--- config.mk ---
export PLATFORM = sky130hd
export DESIGN_NAME = markup_byte_tokenizer_core
export DESIGN_NICKNAME = d
export VERILOG_FILES = /design/src/rtl/mbt_pkg.sv /design/src/rtl/markup_byte_tokenizer_core.sv
export SDC_FILE = /design/constraint.sdc
export NUM_CORES = 1
export LEC_CHECK = 0
export ABC_AREA = 1
export BUFFER_PORTS_ARGS = -buffer_cell sky130_fd_sc_hd__buf_2
export CORE_MARGIN = 2
export CORE_UTILIZATION = 68
export CTS_CLUSTER_SIZE = 24
export DETAILED_ROUTE_END_ITERATION = 8
export GPL_TIMING_DRIVEN = 0
export PLACE_DENSITY_LB_ADDON = 0.3
export RECOVER_POWER = 100
export REMOVE_ABC_BUFFERS = 1
export SYNTH_ARGS = -nofsm -noshare
export SYNTH_HDL_FRONTEND = slang
export SYNTH_SLANG_ARGS = --single-unit
export TNS_END_PERCENT = 5
--- constraint.sdc ---
create_clock -name clk -period 9.98 [get_ports clk]
set_clock_uncertainty 0.15 [all_clocks]
set_input_delay 0 -clock clk [delete_from_list [all_inputs] [get_ports clk]]
set_output_delay 0 -clock clk [all_outputs]
set_load 0.1 [all_outputs]
--- src/rtl/mbt_pkg.sv ---
// ----------------------------------------------------------------------------
// mbt_pkg
// types, character constants and byte classes for the markup byte tokenizer
// ----------------------------------------------------------------------------
`default_nettype none

package mbt_pkg;

    // token kinds
    localparam logic [1:0] KIND_CHAR  = 2'd0;
    localparam logic [1:0] KIND_IDENT = 2'd1;
    localparam logic [1:0] KIND_TEXT  = 2'd2;
    localparam logic [1:0] KIND_BREAK = 2'd3;

    // special bytes
    localparam logic [7:0] CH_NUL   = 8'h00;
    localparam logic [7:0] CH_AT    = 8'h40;
    localparam logic [7:0] CH_QUOTE = 8'h22;
    localparam logic [7:0] CH_LF    = 8'h0A;
    localparam logic [7:0] CH_CR    = 8'h0D;
    localparam logic [7:0] CH_SPACE = 8'h20;

    // highest byte that can belong to an unquoted run
    localparam logic [7:0] RUN_BYTE_MAX = 8'd127;

    // output queue
    localparam int unsigned QUEUE_DEPTH = 4;
    localparam int unsigned QPTR_BITS   = $clog2(QUEUE_DEPTH);
    localparam int unsigned QCNT_BITS   = $clog2(QUEUE_DEPTH + 1);

    typedef struct packed {
        logic [1:0]  kind;
        logic [7:0]  code;
        logic [15:0] start_ofs;
        logic [15:0] end_ofs;
        logic [15:0] line;
        logic        last;
    } token_t;

    function automatic logic is_letter(input logic [7:0] b);
        return (b inside {[8'h41:8'h5A], [8'h61:8'h7A]});
    endfunction

    function automatic logic is_word(input logic [7:0] b);
        logic hit;
        hit = is_letter(b) || (b inside {[8'h30:8'h39]})
              || (b inside {8'h2E, 8'h3A, 8'h2F, 8'h5C, 8'h2C, 8'h5F, 8'h2D,
                            8'h3C, 8'h3E, 8'h27, 8'h21, 8'h3F, 8'h28, 8'h29});
        return hit && (b <= RUN_BYTE_MAX);
    endfunction

endpackage

`default_nettype wire

--- src/rtl/markup_byte_tokenizer_core.sv ---
// ----------------------------------------------------------------------------
// markup_byte_tokenizer_core
// splits a markup byte stream into identifier, text, single-character and
// paragraph-break tokens with byte offsets and a line number
// ----------------------------------------------------------------------------
// path: input register, then the token queue, then the output
// throughput: one byte per cycle while two queue slots are free; a byte that
//   yields two tokens needs two output transfers, and the four-entry token
//   queue absorbs that while it drains
// reset: asynchronous, clears lexer state, offsets, line count and the queue;
//   no clearing pass, the block takes bytes as soon as reset is released
`default_nettype none

module markup_byte_tokenizer_core
    import mbt_pkg::*;
#(
    parameter int unsigned OFFSET_BITS = 16
)(
    input  wire logic        clk,
    input  wire logic        rst_n,

    // byte channel
    input  wire logic        text_valid,
    output logic             text_ready,
    input  wire logic [7:0]  text_byte,
    input  wire logic        end_of_text,

    // token channel
    output logic             token_valid,
    input  wire logic        token_ready,
    output logic [1:0]       token_kind,
    output logic [7:0]       char_code,
    output logic [15:0]      start_offset,
    output logic [15:0]      end_offset,
    output logic [15:0]      line_number,
    output logic             last_of_group
);

    // lexer modes
    typedef enum logic [2:0] {
        MODE_IDLE  = 3'd0,
        MODE_IDENT = 3'd1,
        MODE_TEXT  = 3'd2,
        MODE_QUOTE = 3'd3,
        MODE_NL    = 3'd4,
        MODE_NL_CR = 3'd5
    } mode_t;

    typedef logic [OFFSET_BITS-1:0] ofs_t;

    // offsets are kept at OFFSET_BITS, tokens carry the low 16 bits
    function automatic token_t make_tok(input logic [1:0] kind, input logic [7:0] code,
                                        input ofs_t s, input ofs_t e,
                                        input logic [15:0] line);
        logic [31:0] s_w;
        logic [31:0] e_w;
        token_t      t;
        s_w         = 32'(s);
        e_w         = 32'(e);
        t.kind      = kind;
        t.code      = code;
        t.start_ofs = s_w[15:0];
        t.end_ofs   = e_w[15:0];
        t.line      = line;
        t.last      = 1'b0;
        return t;
    endfunction

    // ------------------------------------------------------------------------
    // input register: holds one byte until the lexer can take it
    // ------------------------------------------------------------------------
    logic       in_full_reg, in_full_next;
    logic [7:0] byte_reg;
    logic       last_reg;

    // ------------------------------------------------------------------------
    // lexer state
    // ------------------------------------------------------------------------
    mode_t       mode_reg, mode_next;
    ofs_t        pos_reg, pos_next;           // offset of the current byte
    ofs_t        run_reg, run_next;           // start of pending run
    ofs_t        nl_reg, nl_next;             // offset of pending newline
    logic [15:0] line_reg, line_next;         // saturating newline count

    // ------------------------------------------------------------------------
    // token queue
    // ------------------------------------------------------------------------
    token_t                 queue_reg [QUEUE_DEPTH];
    logic [QPTR_BITS-1:0]   wr_ptr_reg, wr_ptr_next;
    logic [QPTR_BITS-1:0]   rd_ptr_reg, rd_ptr_next;
    logic [QCNT_BITS-1:0]   count_reg, count_next;

    logic fire;      // lexer consumes the registered byte this cycle
    logic pop;       // output transfer this cycle

    // results of the registered byte
    token_t     tok0, tok1;
    logic [1:0] tok_cnt;

    // lexer takes a byte only when two queue slots are sure to be free
    assign fire       = in_full_reg && (count_reg <= QCNT_BITS'(QUEUE_DEPTH - 2));
    assign text_ready = !in_full_reg || fire;
    assign pop        = token_valid && token_ready;

    // ------------------------------------------------------------------------
    // lexer step: run ending, idle handling and end-of-text flush, in order
    // ------------------------------------------------------------------------
    always_comb
    begin
        token_t t;
        logic   go_idle;
        logic   finish;
        ofs_t   fin_end;
        ofs_t   pos_inc;
        ofs_t   brk_end;

        mode_next = mode_reg;
        pos_next  = pos_reg;
        run_next  = run_reg;
        nl_next   = nl_reg;
        line_next = line_reg;
        tok0      = '0;
        tok1      = '0;
        tok_cnt   = 2'd0;
        t         = '0;
        go_idle   = 1'b0;
        finish    = 1'b0;
        fin_end   = pos_reg;
        pos_inc   = pos_reg + ofs_t'(1);
        brk_end   = nl_reg + ofs_t'(1);

        if (byte_reg == CH_NUL)
        begin
            // zero byte flushes the pending run at its own offset
            finish  = 1'b1;
            fin_end = pos_reg;
        end
        else
        begin
            case (mode_reg)
                MODE_IDENT:
                begin
                    if (!is_letter(byte_reg))
                    begin
                        tok0    = make_tok(KIND_IDENT, 8'd0, run_reg, pos_reg, line_reg);
                        tok_cnt = 2'd1;
                        go_idle = 1'b1;
                    end
                end
                MODE_TEXT:
                begin
                    // spaces stay inside a text run
                    if (!(is_word(byte_reg) || byte_reg == CH_SPACE))
                    begin
                        tok0    = make_tok(KIND_TEXT, 8'd0, run_reg, pos_reg, line_reg);
                        tok_cnt = 2'd1;
                        go_idle = 1'b1;
                    end
                end
                MODE_QUOTE:
                begin
                    // newlines in quotes are part of the text and not counted
                    if (byte_reg == CH_QUOTE)
                    begin
                        tok0      = make_tok(KIND_TEXT, 8'd0, run_reg, pos_reg, line_reg);
                        tok_cnt   = 2'd1;
                        mode_next = MODE_IDLE;
                    end
                end
                MODE_NL:
                begin
                    if (byte_reg == CH_LF)
                    begin
                        // break carries the count right after its first newline
                        tok0    = make_tok(KIND_BREAK, 8'd0, nl_reg, brk_end, line_reg);
                        tok_cnt = 2'd1;
                        go_idle = 1'b1;
                    end
                    else if (byte_reg == CH_CR)
                    begin
                        mode_next = MODE_NL_CR;
                    end
                    else
                    begin
                        go_idle = 1'b1;
                    end
                end
                MODE_NL_CR:
                begin
                    if (byte_reg == CH_LF)
                    begin
                        tok0    = make_tok(KIND_BREAK, 8'd0, nl_reg, brk_end, line_reg);
                        tok_cnt = 2'd1;
                    end
                    go_idle = 1'b1;
                end
                default:
                begin
                    go_idle = 1'b1;
                end
            endcase

            // byte handled as if the lexer were idle
            if (go_idle)
            begin
                mode_next = MODE_IDLE;
                if (byte_reg == CH_AT)
                begin
                    mode_next = MODE_IDENT;
                    run_next  = pos_reg;
                end
                else if (is_word(byte_reg))
                begin
                    mode_next = MODE_TEXT;
                    run_next  = pos_reg;
                end
                else if (byte_reg == CH_QUOTE)
                begin
                    mode_next = MODE_QUOTE;
                    run_next  = pos_inc;
                end
                else if (byte_reg == CH_SPACE || byte_reg == CH_CR)
                begin
                    // skipped
                end
                else if (byte_reg == CH_LF)
                begin
                    if (line_reg != 16'hFFFF)
                    begin
                        line_next = line_reg + 16'd1;
                    end
                    nl_next   = pos_reg;
                    mode_next = MODE_NL;
                end
                else
                begin
                    t = make_tok(KIND_CHAR, byte_reg, pos_reg, pos_inc, line_reg);
                    if (tok_cnt == 2'd0)
                    begin
                        tok0 = t;
                    end
                    else
                    begin
                        tok1 = t;
                    end
                    tok_cnt = tok_cnt + 2'd1;
                end
            end

            pos_next = pos_inc;
            if (last_reg)
            begin
                finish  = 1'b1;
                fin_end = pos_inc;
            end
        end

        // end of text or zero byte: flush pending run, then start over at offset 0, line 0
        if (finish)
        begin
            if (mode_next == MODE_IDENT || mode_next == MODE_TEXT
                || mode_next == MODE_QUOTE)
            begin
                t = make_tok((mode_next == MODE_IDENT) ? KIND_IDENT : KIND_TEXT, 8'd0,
                             run_next, fin_end, line_next);
                if (tok_cnt == 2'd0)
                begin
                    tok0 = t;
                end
                else
                begin
                    tok1 = t;
                end
                tok_cnt = tok_cnt + 2'd1;
            end
            pos_next  = '0;
            run_next  = '0;
            nl_next   = '0;
            line_next = '0;
            mode_next = MODE_IDLE;
        end

        // mark the final token of this byte
        if (tok_cnt == 2'd1)
        begin
            tok0.last = 1'b1;
        end
        else if (tok_cnt == 2'd2)
        begin
            tok1.last = 1'b1;
        end
    end

    // ------------------------------------------------------------------------
    // control next values
    // ------------------------------------------------------------------------
    always_comb
    begin
        in_full_next = in_full_reg;
        if (text_valid && text_ready)
        begin
            in_full_next = 1'b1;
        end
        else if (fire)
        begin
            in_full_next = 1'b0;
        end

        wr_ptr_next = wr_ptr_reg;
        if (fire)
        begin
            wr_ptr_next = wr_ptr_reg + QPTR_BITS'(tok_cnt);
        end

        rd_ptr_next = rd_ptr_reg + QPTR_BITS'(pop);

        count_next = count_reg + (fire ? QCNT_BITS'(tok_cnt) : '0) - QCNT_BITS'(pop);
    end

    // ------------------------------------------------------------------------
    // control and lexer state registers
    // ------------------------------------------------------------------------
    always_ff @(posedge clk or negedge rst_n)
    begin
        if (!rst_n)
        begin
            in_full_reg <= 1'b0;
            mode_reg    <= MODE_IDLE;
            pos_reg     <= '0;
            run_reg     <= '0;
            nl_reg      <= '0;
            line_reg    <= '0;
            wr_ptr_reg  <= '0;
            rd_ptr_reg  <= '0;
            count_reg   <= '0;
        end
        else
        begin
            in_full_reg <= in_full_next;
            wr_ptr_reg  <= wr_ptr_next;
            rd_ptr_reg  <= rd_ptr_next;
            count_reg   <= count_next;
            if (fire)
            begin
                mode_reg <= mode_next;
                pos_reg  <= pos_next;
                run_reg  <= run_next;
                nl_reg   <= nl_next;
                line_reg <= line_next;
            end
        end
    end

    // ------------------------------------------------------------------------
    // payload registers: input byte and queue entries
    // ------------------------------------------------------------------------
    always_ff @(posedge clk)
    begin
        if (text_valid && text_ready)
        begin
            byte_reg <= text_byte;
            last_reg <= end_of_text;
        end
        if (fire && tok_cnt != 2'd0)
        begin
            queue_reg[wr_ptr_reg] <= tok0;
        end
        if (fire && tok_cnt == 2'd2)
        begin
            queue_reg[wr_ptr_reg + QPTR_BITS'(1)] <= tok1;
        end
    end

    // ------------------------------------------------------------------------
    // output: head of the token queue
    // ------------------------------------------------------------------------
    assign token_valid   = (count_reg != '0);
    assign token_kind    = queue_reg[rd_ptr_reg].kind;
    assign char_code     = queue_reg[rd_ptr_reg].code;
    assign start_offset  = queue_reg[rd_ptr_reg].start_ofs;
    assign end_offset    = queue_reg[rd_ptr_reg].end_ofs;
    assign line_number   = queue_reg[rd_ptr_reg].line;
    assign last_of_group = queue_reg[rd_ptr_reg].last;

endmodule

`default_nettype wire
== Yosys cells after proc, flatten, opt, wreduce, memory -nomap -nowiden ==
Memories as Yosys holds them, arrays and structs flattened.
Cells that the tools add are included.
Word-level totals
  flip-flop bits (word level): 84
  bits in latches: 0
  RAM bits: 236
  bits in read-only memories: 0
  input port bits: 13
  output and inout bits: 61
  memories: 1
Cells by class
  add/subtract/negate cells: 10
  $mul: 0
  div/mod/pow operators: 0
  order comparisons: 8
  equality and inequality tests: 35
  shifts and indexed selects: 0
  mux-type cells: 100
  bitwise gates (word level): 0
  reductions and logical operators: 30
Memory list
  queue_reg: words 4, width 59, rd ports 1, clocked after Yosys merged registers in 0, write ports 2, RTL line markup_byte_tokenizer_core.sv:88  | token_t queue_reg [QUEUE_DEPTH];
Operators by type and width (number)
  59-bit two-way mux: 17
  57-bit two-way mux: 8
  16-bit two-way mux: 27
  59-bit case mux with 4 select lines: 1
  8-bit by 6-bit == test with 1-bit output, second input constant: 14
  58-bit two-way mux: 1
  16-bit by 1-bit adder with 16-bit output, second input constant: 3
  3-bit two-way mux: 11
  8-bit by 7-bit == test with 1-bit output, second input constant: 3
  8-bit by 7-bit <= comparator with 1-bit output, second input constant: 3
  2-bit two-way mux: 12
  1-bit two-way mux: 20
  8-bit by 4-bit == test with 1-bit output, second input constant: 2
  8-bit by 7-bit >= comparator with 1-bit output, second input constant: 2
  16-bit != test, second input constant: 1
  14-bit nonzero test: 1
  3-bit by 2-bit == test with 1-bit output, second input constant: 4
  2-bit by 1-bit != test with 1-bit output, second input constant: 5
  2-bit nonzero test: 5
  1-bit logical AND: 9
  8-bit by 6-bit >= comparator with 1-bit output, second input constant: 1
  8-bit by 6-bit <= comparator with 1-bit output, second input constant: 1
  8-bit logical NOT: 1
  1-bit case mux with 4 select lines: 2
  18 further kinds: 29

== Logic depth before layout (Yosys ltp) ==
  depth in word-level cells: 25
  mapped depth: 23
  gate-level depth less buffers: 21

== Least setup slack after synthesis ==
OpenSTA, ideal clock, no wires.
  path type: reg2reg
  start point: register byte_reg[2]
  end point: memory queue_reg[0][0] (netlist name), enable pin
  setup time: 0.418 ns
  arrival: 3.991 ns
  required time: 9.412 ns
  path slack: 5.421 ns
  cell stages (with the launch flop): 18
  clock period less this slack: 4.559 ns
  path through: edfxtp_1 nor2_2 nand2_1 nand2_1 nand2_1 a21oi_2 nand3_2 nand2_2 nor2_4 nor2_4 nand2_1 buf_2 ha_1 nand4_1 nand2_1 nand4_2 buf_2 nand2_1
RTL lines
  start, declared: RTL line markup_byte_tokenizer_core.sv:73  | logic [7:0] byte_reg;
  start signal, assigned: RTL line markup_byte_tokenizer_core.sv:361  | byte_reg <= text_byte;
  end, declared: RTL line markup_byte_tokenizer_core.sv:88

==> flow_metrics.env <==
export IMPL_status="finished with violations"
export IMPL_violations="max-capacitance violations, max-slew violations"
export IMPL_synth_top_family_by_area="simple AND/OR/NAND/NOR gates"
export IMPL_hpwl_mm=38.6
export IMPL_clkSlewWorstSetupHoldPaths_ps=60
export IMPL_synth_most_common_cell="nand2_1"
export IMPL_ff2ff_setup_slack_ps=1280
export IMPL_synth_edff_count=245
export IMPL_drv_slew=208
export IMPL_area_growth_pct=8.46
export IMPL_syn_area_per_cell_um2=7.62
export IMPL_coreArea_um2=28700
export IMPL_portBuffers=73
export IMPL_cts_tree="yes"
export IMPL_synthMuxAreaShare_pct=0.0504
export IMPL_yosysWarnings=0
export IMPL_fin_setup_tns_ps=0
export IMPL_synthTopCellsByCount="nand2_1, nand3_1, edfxtp_1"
export IMPL_largest_reg_flops=236
export IMPL_ioPinCount=74
export IMPL_initial_core_util_pct=69.2
export IMPL_placed_cells=2908
export IMPL_antenna_found_initial=0
export IMPL_max_slew_margin_pct=-170
export IMPL_synth_area_um2=19900
export IMPL_synth_flop_cell="edfxtp_1"
export IMPL_drive_gt1_share_pct=5.19
export IMPL_worst_setup_path_type="reg2reg"
export IMPL_cts_buffer_depth=3
export IMPL_fin_crit_sh_pct=87.2
export IMPL_grt_overflow=0
export IMPL_dp_slack_ps=3080
export IMPL_drc=0
export IMPL_nNetsFinal=2597
export IMPL_nFillCells=2113
export IMPL_ys_seq_elements=320
export IMPL_hold_path_class="in2reg"
export IMPL_grt_pass1_wl_mm=98.4
export IMPL_netlist_top_cells_area="edfxtp_1, nand2_1, dfrtp_1"
export IMPL_htree_levels=2
export IMPL_whs_ps=36.8
export IMPL_required_ps=10220
export IMPL_track_usage_pct=40.5
export IMPL_cts_setup_buffers=0
export IMPL_worst_slack_ps=1280
export IMPL_postRouteAntennaNets=0
export IMPL_dieArea_um2=30600
export IMPL_drt_vias_per_instance=6.69
export IMPL_critPathCaptureType="flip-flop"
export IMPL_min_period_ps=8700
export IMPL_hold_violations=0
export IMPL_die_x_um=175
export IMPL_cts_buffers=34
export IMPL_routed_wl_mm=62.7
export IMPL_grt_max_degree=85
export IMPL_syn_inst=2607
export IMPL_synthXorXnorAreaFrac_pct=1.10
export IMPL_gp_congestion=0.972
export IMPL_cts_root_buffer="clkbuf_16"
export IMPL_setup_viol=0
export IMPL_vias=20000
export IMPL_synth_async_sr_flop_share_pct=23.4
export IMPL_drt_initial_drc_count=3013
export IMPL_core_rowCount=62
export IMPL_grt_pass1_vias=19100
export IMPL_grt_setup_unrepaired="false"
export IMPL_yosysTopAreaCell="edfxtp_1"
export IMPL_synth_seq_area_share_pct=46.5
export IMPL_tightest_slew_ps=4050
export IMPL_clkLatencyLatePin_ps=530
export IMPL_cts_sinks=320
export IMPL_firstDrtPassIters=7
export IMPL_path_max_fanout=60
export IMPL_wl_per_cell_um=21.0
export IMPL_dieHeight_um=175
export IMPL_finalNonFillerCells=2984
export IMPL_synth_compound_area_share_pct=14.0
export IMPL_synth_top_cell_area_share_pct=37.0
export IMPL_yosys_area_share_simple_pct=29.8
export IMPL_antenna_cells=0
export IMPL_yosysUniqueCellTypes=49
export IMPL_start_kind="flip-flop"
export IMPL_fmax_mhz=115
export IMPL_synthAdderAreaFrac_pct=0.668
export IMPL_critPathArrivalTime_ps=8940
export IMPL_cap_violations=6
worst paths after layout:
| check | startpoint | cells past startpoint | endpoint |
|---|---|---|---|
| min reg2reg | in_full_reg | 2 | in_full_reg |
| min | text_byte[4] | 2 | byte_reg[4] |
| max reg2reg | byte_reg[4] | 12 | queue_reg[0][13] |
| min in group asynchronous | rst_n | 4 | in_full_reg |
| max in group asynchronous | rst_n | 4 | line_reg[5] |
| max | byte_reg[4] | 12 | queue_reg[0][13] |
cells by family after synthesis:
family          after synthesis
simple gates               1405
compound gates              485
buf+inv                     361
flops                       320
xor+xnor                     25
fa+ha+maj                    10
mux                           1
what timing repair did:
item                                   4_1_cts  5_1_grt
gates resized for setup                      0        0
hold buffers                                14        0
endpoints found under the hold margin       96        0
final cells by class:
| cell class | instances | area [um^2] | share of cell area [%] |
|---|---|---|---|
| clock inverter | 17 | 115 | 0.534 |
| tap | 384 | 480 | 2.23 |
| timing repair buffer | 115 | 1000 | 4.66 |
| inverter | 177 | 672 | 3.12 |
| sequential | 320 | 9240 | 42.9 |
| multi-input combinational | 1926 | 9080 | 42.1 |
| clock buffer | 45 | 966 | 4.48 |
cell usage in the layout (no fill, tap or decap), types with 4 or more instances in the layout:
| cell type | synthesis | final |
|---|---|---|
| buf_2 | 41 | 13 |
| ha_1 | 9 | 9 |
| buf_16 | 0 | 9 |
| o22ai_1 | 157 | 157 |
| nor3_1 | 24 | 24 |
| nand3_1 | 315 | 316 |
| clkinv_1 | 2 | 4 |
| nor2_1 | 188 | 182 |
| inv_1 | 162 | 162 |
| a32oi_1 | 5 | 5 |
| a21oi_1 | 25 | 24 |
| dfrtp_1 | 75 | 74 |
| clkbuf_16 | 0 | 37 |
| a22oi_1 | 12 | 12 |
| xor2_1 | 22 | 22 |
| buf_12 | 0 | 15 |
| nand2_2 | 8 | 5 |
| o21ai_1 | 29 | 5 |
| o21a_1 | 14 | 14 |
| nor2_4 | 4 | 9 |
| o211ai_1 | 9 | 9 |
| edfxtp_1 | 245 | 245 |
| nor4_1 | 6 | 6 |
| clkbuf_1 | 117 | 70 |
| nand4_1 | 19 | 23 |
| inv_2 | 11 | 10 |
| clkinv_2 | 1 | 11 |
| nand2_4 | 1 | 4 |
| dlygate4sd3_1 | 0 | 14 |
| nand2_1 | 825 | 825 |
| o21ai_0 | 222 | 249 |
critical path, stage by stage, from the launching register on:
cell and delay [ps]:
edfxtp_1 520, nor2_1 200, nand2_1 160, nor2_1 1550, inv_1 1300, nand2_1 780, ha_1 710, inv_1 480
nor2_4 900, inv_2 710, o21ai_0 780, nand2_1 160, nand2_1 90
routing by layer:
metal / up-vias / GRT usage, % / share of wire, %
li1: 8824 / - / -
met4: 0 / 20.1 / 5.1
met3: 309 / 8.27 / 14
met5: - / 0 / 0
met1: 9160 / 53.7 / 36
met2: 1672 / 64.1 / 45
through the flow:
| stage | area [um^2] | utilization (%) |
|---|---|---|
| 3_3_place_gp | 19800 | 69.0 |
| 5_1_grt | 21500 | 75.1 |
| 6_report | 21500 | 75.1 |
| 4_1_cts | 21800 | 75.9 |
| 3_5_place_dp | 20600 | 71.6 |
| 2_1_floorplan | 19000 | - |
Power is left out: the tool's default activity adds up to more than one toggle a clock period on the data nets, which glitch-free logic cannot reach.
